`src/design/kt_pkg.sv`:
```
// Shared types, constants and keyword tables of the keyword tokenizer.
package kt_pkg;

  localparam int NumKw      = 14;
  localparam int KwMaxLen   = 13;
  localparam int LenBits    = 16;
  localparam int OutPosBits = 16;
  localparam int KindBits   = 5;
  localparam int Slots      = 4;
  localparam int QueueDepth = 4;
  localparam int PositionBitsDefault = 16;

  typedef logic [KindBits-1:0] kind_t;

  localparam kind_t KindIdent  = 5'd0;
  localparam kind_t KindString = 5'd15;
  localparam kind_t KindInt    = 5'd16;
  localparam kind_t KindLbrace = 5'd17;
  localparam kind_t KindRbrace = 5'd18;
  localparam kind_t KindColon  = 5'd19;
  localparam kind_t KindPipe   = 5'd20;
  localparam kind_t KindSemi   = 5'd21;
  localparam kind_t KindEnd    = 5'd22;

  typedef enum logic [3:0] {
    ModeIdle = 4'b0001,
    ModeWord = 4'b0010,
    ModeInt  = 4'b0100,
    ModeStr  = 4'b1000
  } scan_mode_e;

  localparam logic [7:0] ChQuote  = 8'h22;
  localparam logic [7:0] ChLbrace = 8'h7B;
  localparam logic [7:0] ChRbrace = 8'h7D;
  localparam logic [7:0] ChColon  = 8'h3A;
  localparam logic [7:0] ChPipe   = 8'h7C;
  localparam logic [7:0] ChSemi   = 8'h3B;
  localparam logic [7:0] ChUnder  = 8'h5F;

  // Keyword text, right-justified: first character sits in the highest used byte.
  localparam logic [KwMaxLen*8-1:0] KwText [NumKw] = '{
    "ClientProfile", "assign", "to", "Monday", "Tuesday", "Wednesday",
    "Thursday", "Friday", "Saturday", "Sunday", "exercise", "sets",
    "rest", "showPlans"
  };
  localparam logic [3:0] KwLen [NumKw] = '{
    4'd13, 4'd6, 4'd2, 4'd6, 4'd7, 4'd9, 4'd8, 4'd6, 4'd8, 4'd6, 4'd8, 4'd4,
    4'd4, 4'd9
  };

  typedef struct packed {
    kind_t                kind;
    logic [OutPosBits-1:0] start;
    logic [LenBits-1:0]    length;
  } token_t;

  typedef struct packed {
    logic [Slots-1:0]   valid;
    token_t [Slots-1:0] tok;
  } bundle_t;

  function automatic logic [LenBits-1:0] sat_inc(input logic [LenBits-1:0] v);
    sat_inc = v + LenBits'(v != '1);
  endfunction

  // Drop every keyword that ends before this offset or differs from c there.
  function automatic logic [NumKw-1:0] kw_match(input logic [NumKw-1:0]   mask,
                                                input logic [LenBits-1:0] len,
                                                input logic [7:0]         c);
    logic [NumKw-1:0] m;
    logic [3:0]       i;
    m = mask;
    i = len[3:0];
    for (int k = 0; k < NumKw; k++) begin
      if (len < LenBits'(KwLen[k])) begin
        if (KwText[k][(int'(KwLen[k]) - 1 - int'(i)) * 8 +: 8] != c) m[k] = 1'b0;
      end else begin
        m[k] = 1'b0;
      end
    end
    kw_match = m;
  endfunction

  // First surviving keyword of full length wins, otherwise identifier.
  function automatic kind_t kw_kind(input logic [NumKw-1:0]   mask,
                                    input logic [LenBits-1:0] len);
    kind_t kind;
    kind = KindIdent;
    for (int k = NumKw - 1; k >= 0; k--) begin
      if (mask[k] && len == LenBits'(KwLen[k])) kind = kind_t'(k + 1);
    end
    kw_kind = kind;
  endfunction

endpackage

```
`src/design/kt_front.sv`:
```
// Front scanner: classifies each byte and builds the bundle of tokens it closes.
module kt_front import kt_pkg::*; #(
  parameter int PositionBits = PositionBitsDefault
) (
  input  logic          clk_i,
  input  logic          rst_ni,
  input  logic          in_valid_i,
  output logic          in_stall_o,
  input  logic [7:0]    char_byte_i,
  input  logic          end_of_input_i,
  input  logic          full_i,
  output logic          push_o,
  output bundle_t       push_data_o
);

  localparam int PosW = PositionBits < OutPosBits ? PositionBits : OutPosBits;

  scan_mode_e         mode_q, mode_d;
  logic [NumKw-1:0]   mask_q, mask_d;
  logic [LenBits-1:0] len_q, len_d;
  logic [PosW-1:0]    begin_q, begin_d;
  logic [PosW-1:0]    pos_q, pos_d;

  logic    acc;
  logic    taken;
  logic    fin;
  bundle_t bnd;

  function automatic logic is_alpha(input logic [7:0] c);
    is_alpha = (c >= 8'h41 && c <= 8'h5A) || (c >= 8'h61 && c <= 8'h7A);
  endfunction

  function automatic logic is_digit(input logic [7:0] c);
    is_digit = c >= 8'h30 && c <= 8'h39;
  endfunction

  function automatic logic is_space(input logic [7:0] c);
    is_space = c == 8'h20 || (c >= 8'h09 && c <= 8'h0D);
  endfunction

  assign in_stall_o  = full_i;
  assign acc         = in_valid_i && !full_i;
  assign push_o      = acc && (|bnd.valid);
  assign push_data_o = bnd;
  assign fin         = (char_byte_i == 8'h00) || end_of_input_i;

  always_comb begin
    mode_d  = mode_q;
    mask_d  = mask_q;
    len_d   = len_q;
    begin_d = begin_q;
    pos_d   = pos_q;
    bnd     = '0;
    taken   = 1'b0;

    if (char_byte_i != 8'h00) begin
      case (mode_q)
        ModeWord: begin
          if (is_alpha(char_byte_i) || is_digit(char_byte_i) || char_byte_i == ChUnder) begin
            mask_d = kw_match(mask_q, len_q, char_byte_i);
            len_d  = sat_inc(len_q);
            taken  = 1'b1;
          end else begin
            bnd.valid[0] = 1'b1;
            bnd.tok[0]   = '{kind: kw_kind(mask_q, len_q), start: OutPosBits'(begin_q),
                             length: len_q};
            mode_d       = ModeIdle;
          end
        end
        ModeInt: begin
          if (is_digit(char_byte_i)) begin
            len_d = sat_inc(len_q);
            taken = 1'b1;
          end else begin
            bnd.valid[0] = 1'b1;
            bnd.tok[0]   = '{kind: KindInt, start: OutPosBits'(begin_q), length: len_q};
            mode_d       = ModeIdle;
          end
        end
        ModeStr: begin
          taken = 1'b1;
          if (char_byte_i == ChQuote) begin
            bnd.valid[1] = 1'b1;
            bnd.tok[1]   = '{kind: KindString, start: OutPosBits'(begin_q), length: len_q};
            mode_d       = ModeIdle;
          end else begin
            len_d = sat_inc(len_q);
          end
        end
        default: ;
      endcase

      // A byte that closed a word or number is handled again from idle.
      if (!taken && !is_space(char_byte_i)) begin
        if (is_alpha(char_byte_i) || char_byte_i == ChUnder) begin
          mode_d  = ModeWord;
          begin_d = pos_q;
          mask_d  = kw_match('1, '0, char_byte_i);
          len_d   = LenBits'(1);
        end else if (is_digit(char_byte_i)) begin
          mode_d  = ModeInt;
          begin_d = pos_q;
          len_d   = LenBits'(1);
        end else if (char_byte_i == ChQuote) begin
          mode_d  = ModeStr;
          begin_d = pos_q + PosW'(pos_q != '1);
          len_d   = '0;
        end else begin
          bnd.tok[1] = '{kind: KindLbrace, start: OutPosBits'(pos_q), length: LenBits'(1)};
          case (char_byte_i)
            ChLbrace: begin bnd.valid[1] = 1'b1; bnd.tok[1].kind = KindLbrace; end
            ChRbrace: begin bnd.valid[1] = 1'b1; bnd.tok[1].kind = KindRbrace; end
            ChColon:  begin bnd.valid[1] = 1'b1; bnd.tok[1].kind = KindColon;  end
            ChPipe:   begin bnd.valid[1] = 1'b1; bnd.tok[1].kind = KindPipe;   end
            ChSemi:   begin bnd.valid[1] = 1'b1; bnd.tok[1].kind = KindSemi;   end
            default:  ;
          endcase
        end
      end

      pos_d = pos_q + PosW'(pos_q != '1);
    end

    // Flush the open word or number, append the end token, restart the text.
    if (fin) begin
      if (mode_d == ModeWord) begin
        bnd.valid[2] = 1'b1;
        bnd.tok[2]   = '{kind: kw_kind(mask_d, len_d), start: OutPosBits'(begin_d),
                         length: len_d};
      end else if (mode_d == ModeInt) begin
        bnd.valid[2] = 1'b1;
        bnd.tok[2]   = '{kind: KindInt, start: OutPosBits'(begin_d), length: len_d};
      end
      bnd.valid[3] = 1'b1;
      bnd.tok[3]   = '{kind: KindEnd, start: OutPosBits'(pos_d), length: '0};
      mode_d  = ModeIdle;
      mask_d  = '1;
      len_d   = '0;
      begin_d = '0;
      pos_d   = '0;
    end
  end

  always_ff @(posedge clk_i or negedge rst_ni) begin
    if (!rst_ni) begin
      mode_q  <= ModeIdle;
      mask_q  <= '1;
      len_q   <= '0;
      begin_q <= '0;
      pos_q   <= '0;
    end else if (acc) begin
      mode_q  <= mode_d;
      mask_q  <= mask_d;
      len_q   <= len_d;
      begin_q <= begin_d;
      pos_q   <= pos_d;
    end
  end

endmodule

```
`src/design/kt_queue.sv`:
```
// Small bundle queue between the scanner and the token serializer.
module kt_queue import kt_pkg::*; #(
  parameter int Depth = QueueDepth
) (
  input  logic    clk_i,
  input  logic    rst_ni,
  input  logic    push_i,
  input  bundle_t push_data_i,
  output logic    full_o,
  output logic    valid_o,
  output bundle_t data_o,
  input  logic    pop_i
);

  localparam int PtrW = Depth > 1 ? $clog2(Depth) : 1;
  localparam int CntW = $clog2(Depth + 1);

  bundle_t           mem_q [Depth];
  logic [PtrW-1:0]   wr_q, rd_q;
  logic [CntW-1:0]   cnt_q;

  function automatic logic [PtrW-1:0] wrap_inc(input logic [PtrW-1:0] p);
    wrap_inc = (p == PtrW'(Depth - 1)) ? '0 : p + PtrW'(1);
  endfunction

  assign full_o  = cnt_q == CntW'(Depth);
  assign valid_o = cnt_q != '0;
  assign data_o  = mem_q[rd_q];

  always_ff @(posedge clk_i) begin
    if (push_i) mem_q[wr_q] <= push_data_i;
  end

  always_ff @(posedge clk_i or negedge rst_ni) begin
    if (!rst_ni) begin
      wr_q  <= '0;
      rd_q  <= '0;
      cnt_q <= '0;
    end else begin
      if (push_i) wr_q <= wrap_inc(wr_q);
      if (pop_i)  rd_q <= wrap_inc(rd_q);
      case ({push_i, pop_i})
        2'b10:   cnt_q <= cnt_q + CntW'(1);
        2'b01:   cnt_q <= cnt_q - CntW'(1);
        default: ;
      endcase
    end
  end

endmodule

```
`src/design/kt_back.sv`:
```
// Token serializer: sends the tokens of one bundle, one per transaction.
module kt_back import kt_pkg::*; (
  input  logic                  clk_i,
  input  logic                  rst_ni,
  input  logic                  q_valid_i,
  input  bundle_t               q_data_i,
  output logic                  q_pop_o,
  output logic                  out_valid_o,
  input  logic                  out_stall_i,
  output logic [KindBits-1:0]   token_kind_o,
  output logic [OutPosBits-1:0] token_start_o,
  output logic [LenBits-1:0]    token_length_o,
  output logic                  last_result_o
);

  logic [Slots-1:0]   rem_q;
  token_t [Slots-1:0] tok_q;

  logic [Slots-1:0] lowest;
  logic [Slots-1:0] rem_after;
  logic             out_acc;
  logic             take;
  token_t           sel;

  assign lowest    = rem_q & (~rem_q + Slots'(1));
  assign rem_after = rem_q & ~lowest;

  always_comb begin
    sel = '0;
    for (int s = 0; s < Slots; s++) begin
      if (lowest[s]) sel = tok_q[s];
    end
  end

  assign out_valid_o    = |rem_q;
  assign last_result_o  = rem_after == '0;
  assign token_kind_o   = sel.kind;
  assign token_start_o  = sel.start;
  assign token_length_o = sel.length;

  assign out_acc = out_valid_o && !out_stall_i;
  // Load the next bundle when empty or while the last token is accepted.
  assign take    = q_valid_i && (!out_valid_o || (out_acc && last_result_o));
  assign q_pop_o = take;

  always_ff @(posedge clk_i) begin
    if (take) tok_q <= q_data_i.tok;
  end

  always_ff @(posedge clk_i or negedge rst_ni) begin
    if (!rst_ni) begin
      rem_q <= '0;
    end else if (take) begin
      rem_q <= q_data_i.valid;
    end else if (out_acc) begin
      rem_q <= rem_after;
    end
  end

endmodule

```
`src/design/keyword_tokenizer.sv`:
```
// Keyword tokenizer: top level joining scanner, bundle queue and serializer.
//
// Takes one text byte per cycle and returns tokens as kind, start offset and
// length. Every byte is accepted whenever the four-entry bundle queue has
// room. The serializer sends one token per cycle unless the output stalls,
// so a byte that closes two or three tokens (a token ended by a symbol, or
// an open token at end of input) holds the output for each in turn, and the
// queue lets the scanner keep taking bytes meanwhile. Sustained rate is one
// byte per cycle without output stalls as long as tokens average no more
// than one per byte. Offsets saturate at 2**POSITION_BITS-1 (at most 65535);
// lengths saturate at 65535.
module keyword_tokenizer import kt_pkg::*; #(
  parameter int POSITION_BITS = PositionBitsDefault
) (
  input  logic                  clk_i,
  input  logic                  rst_ni,
  input  logic                  in_valid_i,
  output logic                  in_stall_o,
  input  logic [7:0]            char_byte_i,
  input  logic                  end_of_input_i,
  output logic                  out_valid_o,
  input  logic                  out_stall_i,
  output logic [KindBits-1:0]   token_kind_o,
  output logic [OutPosBits-1:0] token_start_o,
  output logic [LenBits-1:0]    token_length_o,
  output logic                  last_result_o
);

  logic    q_push;
  logic    q_full;
  logic    q_valid;
  logic    q_pop;
  bundle_t q_wdata;
  bundle_t q_rdata;

  kt_front #(
    .PositionBits(POSITION_BITS)
  ) u_front (
    .clk_i         (clk_i),
    .rst_ni        (rst_ni),
    .in_valid_i    (in_valid_i),
    .in_stall_o    (in_stall_o),
    .char_byte_i   (char_byte_i),
    .end_of_input_i(end_of_input_i),
    .full_i        (q_full),
    .push_o        (q_push),
    .push_data_o   (q_wdata)
  );

  kt_queue #(
    .Depth(QueueDepth)
  ) u_queue (
    .clk_i      (clk_i),
    .rst_ni     (rst_ni),
    .push_i     (q_push),
    .push_data_i(q_wdata),
    .full_o     (q_full),
    .valid_o    (q_valid),
    .data_o     (q_rdata),
    .pop_i      (q_pop)
  );

  kt_back u_back (
    .clk_i         (clk_i),
    .rst_ni        (rst_ni),
    .q_valid_i     (q_valid),
    .q_data_i      (q_rdata),
    .q_pop_o       (q_pop),
    .out_valid_o   (out_valid_o),
    .out_stall_i   (out_stall_i),
    .token_kind_o  (token_kind_o),
    .token_start_o (token_start_o),
    .token_length_o(token_length_o),
    .last_result_o (last_result_o)
  );

`ifndef SYNTHESIS
  a_no_overflow: assert property (@(posedge clk_i) disable iff (!rst_ni)
    q_push |-> !q_full)
    else $error("bundle queue written while full");

  a_bundle_continues: assert property (@(posedge clk_i) disable iff (!rst_ni)
    out_valid_o && !out_stall_i && !last_result_o |=> out_valid_o)
    else $error("bundle ended without a last token");

  a_end_is_last: assert property (@(posedge clk_i) disable iff (!rst_ni)
    out_valid_o && token_kind_o == KindEnd |-> last_result_o)
    else $error("end token not marked last");

  a_pop_when_valid: assert property (@(posedge clk_i) disable iff (!rst_ni)
    q_pop |-> q_valid)
    else $error("bundle queue read while empty");
`endif

endmodule
```
`config.mk`:
```
export PLATFORM = sky130hd
export DESIGN_NAME = keyword_tokenizer
export DESIGN_NICKNAME = d
export VERILOG_FILES = /design/src/design/kt_pkg.sv /design/src/design/kt_front.sv /design/src/design/kt_queue.sv /design/src/design/kt_back.sv /design/src/design/keyword_tokenizer.sv
export SDC_FILE = /design/constraint.sdc
export NUM_CORES = 1
export LEC_CHECK = 0
export ABC_AREA = 0
export BUFFER_PORTS_ARGS = -buffer_cell sky130_fd_sc_hd__buf_2
export CAP_MARGIN = 30
export CORE_UTILIZATION = 33
export CTS_BUF_LIST = sky130_fd_sc_hd__clkbuf_4 sky130_fd_sc_hd__clkbuf_8
export CTS_CLUSTER_DIAMETER = 40
export DETAILED_ROUTE_END_ITERATION = 8
export GPL_ROUTABILITY_DRIVEN = 0
export PLACE_DENSITY = 0.54
export SLEW_MARGIN = 10
export SYNTH_ARGS = -nofsm -noshare
export SYNTH_HDL_FRONTEND = slang
export SYNTH_SLANG_ARGS = --single-unit
export TNS_END_PERCENT = 50
```
`constraint.sdc`:
```
create_clock -name clk_i -period 8.9 [get_ports clk_i]
set_input_delay 0.445 -clock clk_i [delete_from_list [all_inputs] [get_ports clk_i]]
set_output_delay 0.445 -clock clk_i [all_outputs]
set_load 0.1 [all_outputs]
```
# After elaboration in Yosys (flattened, before gate mapping)
# Memory sizes are Yosys's and may differ from the RTL's.
# Cells that the tools add are included.
[word_totals]
ff_bits = 225
mem_bits_rw = 608
out_inout_bits = 40
word_cells = 331
mem_count = 1
[mem_list]
columns = ["name", "depth", "word_bits", "read_ports", "rd_clocked_by_memory_dff", "wr", "line", "text"]
rows = [
  ["u_queue.mem_q", 4, 152, 1, 0, 1, "kt_queue.sv:18", "bundle_t mem_q [Depth];"],
]
[classes]
n_addsub = 14
n_lt_le_gt_ge = 15
n_eq_ne = 59
n_shift = 14
muxes = 144
bitwise_logic = 4
n_reduce_logical = 59
[op_table]
columns = ["op", "n"]
rows = [
  ["variable part select 104 x 32 -> 8 bit (first input constant)", 14],
  ["2-to-1 mux 37 bit", 13],
  ["2-to-1 mux 16 bit", 17],
  ["2-to-1 mux 4 bit", 38],
  ["2-to-1 mux 74 bit", 2],
  ["!= test 8 bit", 14],
  ["equality test 16 x 3 -> 1 bit (second input constant)", 6],
  ["equality test 16 x 4 -> 1 bit (second input constant)", 6],
  ["!= test 7 x 8 -> 1 bit (first input constant)", 11],
  ["2-to-1 mux 14 bit", 6],
  ["case mux 37 bit (2 select lines)", 1],
  ["2-to-1 mux 1 bit", 55],
  ["less-than comparator 16 x 3 -> 1 bit (second input constant)", 3],
  ["less-than comparator 16 x 4 -> 1 bit (second input constant)", 3],
  ["case mux 16 bit (3 select lines)", 1],
  ["logical AND 1 bit", 38],
  ["2-to-1 mux 36 bit", 1],
  ["adder 16 x 1 -> 16 bit", 2],
  ["equality test 16 x 2 -> 1 bit (second input constant)", 2],
  ["equality test 8 x 6 -> 1 bit (second input constant)", 4],
  ["equality test 8 x 7 -> 1 bit (second input constant)", 4],
  ["!= test 16 bit (second input constant)", 2],
  ["greater-or-equal comparator 8 x 7 -> 1 bit (second input constant)", 2],
  ["less-or-equal comparator 8 x 7 -> 1 bit (second input constant)", 2],
  ["37 further kinds", 62],
]

# Depth between registers and ports, before layout
[depth]
ltp_word = 30
depth_mapped = 18

# By module
# A second synthesis with hierarchy kept.
[hier_totals]
hier_cells = 2568
hier_area_um2 = 37434.7
[modules_own_cells]
columns = ["module", "instances", "cells_per_inst", "area_each_um2", "seq_area_each_um2"]
rows = [
  ["kt_queue", 1, 829, 22302.6, 18432.7],
  ["kt_front", 1, 1394, 9460.3, 1670.4],
  ["kt_back", 1, 345, 5671.7, 4544.4],
]

# Least setup slack after synthesis
# No wires, ideal clock.
[synth_timing]
kind = "reg-to-reg"
start = "register u_back.rem_q[0]"
end = "register u_queue.cnt_q[2]"
t_arrival_ns = 7.268
path_slack_ns = 1.553
path_stages_with_launch = 14
n_path_buf = 1
path_cell_list = "dfrtp_1 > clkbuf_1 > maj3_1 > o21ai_0 > nand2b_1 > nand2_1 > o31ai_1 > inv_1 > ha_1 > inv_1 > fa_1 > xor2_1 > nor2_1 > xor2_1"
[synth_via]
elab_chain_len = 11
word_cells_on_any_way = 16
[synth_lines]
columns = ["item", "line", "text"]
rows = [
  ["from (decl)", "kt_back.sv:16", "logic [Slots-1:0] rem_q;"],
  ["from (signal assigned)", "kt_back.sv:54", "rem_q <= q_data_i.valid;"],
  ["from (signal assigned)", "kt_back.sv:56", "rem_q <= rem_after;"],
  ["inverter 4 bit", "kt_back.sv:25", "assign lowest = rem_q & (~rem_q + Slots'(1));"],
  ["adder 4 x 1 -> 4 bit", "kt_back.sv:25", ""],
  ["AND 4 bit", "kt_back.sv:25", ""],
  ["inverter 4 bit", "kt_back.sv:26", "assign rem_after = rem_q & ~lowest;"],
  ["AND 4 bit (*)", "kt_back.sv:26", ""],
  ["logical NOT 4 bit (*)", "kt_back.sv:36", "assign last_result_o = rem_after == '0;"],
  ["net last_result_o", "keyword_tokenizer.sv:26", "output logic last_result_o"],
  ["logical AND 1 bit (*)", "kt_back.sv:43", "assign take = q_valid_i && (!out_valid_o || (out_acc && last_result_o));"],
  ["logical OR 1 bit (*)", "kt_back.sv:43", ""],
  ["logical AND 1 bit (*)", "kt_back.sv:43", ""],
  ["net q_pop", "keyword_tokenizer.sv:32", "logic q_pop;"],
  ["equality test 2 x 1 -> 1 bit / equality test 2 bit (equally long branches)", "kt_queue.sv:42", "case ({push_i, pop_i})"],
  ["case mux 3 bit (2 select lines) / nonzero test 2 bit (equally long branches)", "n/a", ""],
  ["to (signal assigned)", "kt_queue.sv:43", "2'b10: cnt_q <= cnt_q + CntW'(1);"],
  ["to (signal assigned)", "kt_queue.sv:44", "2'b01: cnt_q <= cnt_q - CntW'(1);"],
  ["to (decl)", "kt_queue.sv:20", "logic [CntW-1:0] cnt_q;"],
]
# Mark *: on every way through the listed nets, which the timed path passes. The rest lies on a longest branch.
# A chain may end at the register's enable or synchronous reset.

# Final worst setup path
[layout_timing]
start = "input char_byte_i[1]"
end = "memory u_queue.mem_q[3][39] (netlist name), enable pin"
[layout_via]
elab_chain_len = 20
word_cells_on_any_way = 65
[layout_lines]
columns = ["item", "line", "text"]
rows = [
  ["from (decl)", "keyword_tokenizer.sv:19", "input logic [7:0] char_byte_i,"],
  ["greater-or-equal comparator 8 x 7 -> 1 bit / less-or-equal comparator 8 x 7 -> 1 bit (equally long branches)", "kt_front.sv:30", "is_alpha = (c >= 8'h41 && c <= 8'h5A) || (c >= 8'h61 && c <= 8'h7A);"],
  ["logical AND 1 bit", "kt_front.sv:30", ""],
  ["logical OR 1 bit", "kt_front.sv:30", ""],
  ["logical OR 1 bit (2 in series)", "kt_front.sv:59", "if (is_alpha(char_byte_i) || is_digit(char_byte_i) || char_byte_i == ChUnder) begin"],
  ["2-to-1 mux 4 bit / 2-to-1 mux 1 bit (equally long branches)", "kt_front.sv:59", ""],
  ["case mux 4 bit (3 select lines) / case mux 1 bit (3 select lines) (equally long branches)", "kt_front.sv:57", "case (mode_q)"],
  ["2-to-1 mux 4 bit / 2-to-1 mux 1 bit (equally long branches)", "kt_front.sv:104, kt_front.sv:56", ""],
  ["2-to-1 mux 4 bit / logical NOT 1 bit (equally long branches)", "kt_front.sv:100, kt_front.sv:94", ""],
  ["[3 not listed]", "n/a", ""],
  ["equality test 4 x 3 -> 1 bit", "kt_front.sv:130", "end else if (mode_d == ModeInt) begin"],
  ["2-to-1 mux 1 bit", "kt_front.sv:130", ""],
  ["2-to-1 mux 1 bit", "kt_front.sv:126", "if (mode_d == ModeWord) begin"],
  ["2-to-1 mux 2 bit", "kt_front.sv:125", "if (fin) begin"],
  ["OR reduction 4 bit (*)", "kt_front.sv:43", "assign push_o = acc && (|bnd.valid);"],
  ["logical AND 1 bit (*)", "kt_front.sv:43", ""],
  ["2-to-1 mux 1 bit (*)", "kt_queue.sv:31", "if (push_i) mem_q[wr_q] <= push_data_i;"],
  ["2-to-1 mux 1 bit (implied by the code) (*)", "kt_queue.sv:31", ""],
  ["to (decl)", "kt_queue.sv:18", ""],
]
# Mark *: on every way between the ends. The rest lies on a longest branch, timed or not. The select of a mux whose other input is x is not followed.

==> impl_metrics.csv <==
group,metric,value,unit
synth,syn_nets,2398,
synth,synth_mux_area_share,9.090,%
setup_path,cp-start-kind,"primary input",
synth,synth_compound_area_share,11.12,%
setup_path,crit_required,9250,ps
sta,worst_slew_margin_rel,27.27,%
die,die_h,318.8,microns
synth,ys_seq_area_share,65.00,%
global_routing,overflow,0,
flow_run,maxCapViolations,0,
synth,synthSimpleGateAreaFrac,9.517,%
synth,synth_top_family_by_area,"compound AO/OA/AOI/OAI gates",
synth,synthXorXnorAreaFrac,1.640,%
global_routing,grt_pass1_vias,21128,
global_routing,grt_pass1_wl,131.4,mm
setup_path,path_cells,"buf_2 > o21a_1 > o2111ai_1 > a32oi_2 > a21oi_2 > a2111oi_4 > nand2_1 > nor4_4 > buf_4 > o21ai_1 > a41oi_2 > and2_4 > buf_12",
setup_path,crit_path_end_kind,"register",
setup_path,crit_arrival,5960,ps
setup_path,slowest_stage,"and2_4",
setup_path,path_class,"primary input to register",
sta,hold_ws,251.3,ps
place,dpl_cell_area,34730,sq um
drt,antenna_left,0,
setup_path,cp_slowest_stage_delay,830,ps
place,portBuffers,52,
sta,setup_viol_count_final,0,
drt,drtIter0Drc,2198,
sta,finalCriticalPeriod,5609,ps
global_routing,antenna_found_initial,3,
drt,totalWireLength,86.03,mm
place,placed_cells,3560,
setup_path,timing.rr.start,"u_front.len_q[3]",
global_routing,grt_max_degree,86,
die,rows,115,
global_routing,grt_usage,16.77,%
setup_path,critPathMaxFanout,78,
die,design.portCount,53,
synth,synth-warning-count,0,
cts,h-tree-depth,3,
cts,clock-root-buffer,"clkbuf_8",
synth,syn_inst,2359,
layout,final_area,37160,sq um
sta,max_freq,178.3,MHz
drt,vias_per_cell,5.539,
synth,ys_types,88,
synth,syn_area_per_cell,14.04,sq um
synth,syn_area,33120,sq um
drt,dr.pass1.iters,9,
drt,vias,20911,
synth,ys_async_sr_fraction,10.56,%
power,ir_drop,288.7,uV
layout,nNetsFinal,2433,
sta,slew_violations,0,
sta,period_share,63.03,%
drt,drc_errors,0,
cts,clockBufferDepth,3,
die,initial_core_util,33.50,%
sta,setup_tns,0,ps
layout,fin_cells,3775,
worst_hold_path,hp-class,"primary input to register",
synth,ys_seq_elements,729,
sta,finalHoldViolCount,0,
cts,clkLatencyLatePin,750,ps
place,post-dp-hpwl,52.20,mm
drt,wire_per_inst,22.79,microns
setup_path,r2r_setup_slack,3480,ps
die,coreArea,98850,sq um
setup_path,critPathLaunch,"char_byte_i[1]",
synth,synth-edff-count,652,
power,leakagePower,12.32,nW
cts,cts_setup_buffers,0,
synth,synth_ff_type,"edfxtp_1",
sta,tightest_slew,1080,ps
layout,drive_gt1_share,19.18,%
cts,clk_pin_slew_worst_paths,60,ps
worst_hold_path,hold_path.startpoint,"end_of_input_i",
sta,setup_ws,3291,ps
power,p_per_area,323.6,nW/um^2
layout,syn2layout_area_growth,12.21,%
place,dp_slack,2672,ps
cts,cts_tree,"yes",
sta,rsz0062_at_grt,"no",
cts,cts.sinks,729,
die,dieArea,101600,sq um
die,die_w,318.8,microns
run_status,outcome,"completed",
sta,fin_worst_skew,43.39,ps
synth,synthAdderAreaFrac,1.035,%
cts,cts_buffers,111,
cell type report:
cell class                      count  area, sq um
Sequential cell                   729        21530
Timing Repair Buffer              102        785.8
Inverter                           36        140.1
Multi-Input combinational cell   1414        10770
Tap cell                         1287         1610
Fill cell                        9284        61690
Antenna cell                        1        2.502
Clock inverter                     46        352.8
Clock buffer                      160         1964
cell usage after synthesis (all sizes together) (32+ instances only):
cell,count,area share (%)
edfxtp,652,59
nand2,191,2.2
o21ai,162,2.5
nor2,152,1.7
clkbuf,132,1.5
mux4,131,8.9
a21oi,77,1.2
nand3,64,0.97
dfrtp,62,4.7
nor2b,52,0.98
buf,48,0.70
a22oi,46,1.0
xnor2,41,1.1
nor3,36,0.56
inv,33,0.37
a31oi,32,0.60
and3,32,0.60
cells in the final DEF (no fill, tap or decap), types with 32 or more instances in the layout:
master and instances:
o21ai_0 157, clkbuf_8 122, buf_2 53, a22oi_1 46
xnor2_1 41, mux4_2 131, clkbuf_4 38, nor3_1 35
nor2_1 150, edfxtp_1 652, dfrtp_1 58, inv_1 32
nor2b_1 50, buf_4 36, a31oi_1 32, a21oi_1 72
nand2_1 191, and3_1 32, nand3_1 64
worst paths after layout:
path	endpoint	cells past startpoint
worst min-delay path	u_front.mask_q[7]	3
min in group asynchronous	u_front.begin_q[12]	2
worst max-delay path	u_queue.mem_q[3][39]	13
max in group asynchronous	u_front.len_q[1]	3
worst min register to register	u_front.mask_q[4]	2
worst max register to register	u_queue.mem_q[2][109]	14
state kept, by name, indices dropped and copies added (netlist names):
name             cells
u_back.tok_q       128
u_front.len_q       16
u_front.pos_q       16
u_queue.mem_q      524
u_queue.wr_q         2
u_front.mask_q      14
u_back.rem_q         4
u_queue.rd_q         2
u_front.begin_q     16
u_front.mode_q       4
u_queue.cnt_q        3
where the power goes:
part / internal (mW) / leakage [nW] / switching (mW)
Combinational: 1.23 / 4.02 / 2.99
Clock: 1.54 / 1.22 / 1.30
Sequential: 4.64 / 7.08 / 0.322
Total: 7.42 / 12.3 / 4.61
critical path: cells and delay by family:
kind            cells  cell delay [ps]
simple gates        3             1680
buf+inv             3             1490
compound gates      7             2190
layer usage:
metal / GRT usage [%] / part of all wire (%) / vias to the layer above
li1: - / - / 9322
met1: 23.58 / 45 / 10707
met2: 26.50 / 47 / 757
met3: 2.731 / 6.3 / 123
met4: 5.314 / 1.9 / 2
met5: 0 / 0.012 / -
through the flow:
stage,utilization [%],power (mW)
finish,37.59,12.02
global route,37.59,12.59
CTS,37.50,12.14
detailed placement,35.14,9.283
global placement,35.05,9.207
floorplan,-,8.203
repair_timing:
item / CTS / global route
endpoints found under the hold margin: 38 / 0
hold buffers: 2 / 0
gates resized for setup: 0 / 0
endpoints found under the setup margin: 0 / 0
logic make-up after synthesis:
group | count (synthesis)
multiplexers | 137
XOR/XNOR | 62
AND/OR/NAND/NOR | 643
buffers and inverters | 216
AO/OA/AOI/OAI | 545
flip-flops | 729
adder cells (fa/ha/maj) | 27
(Power assumes the default switching activity.)
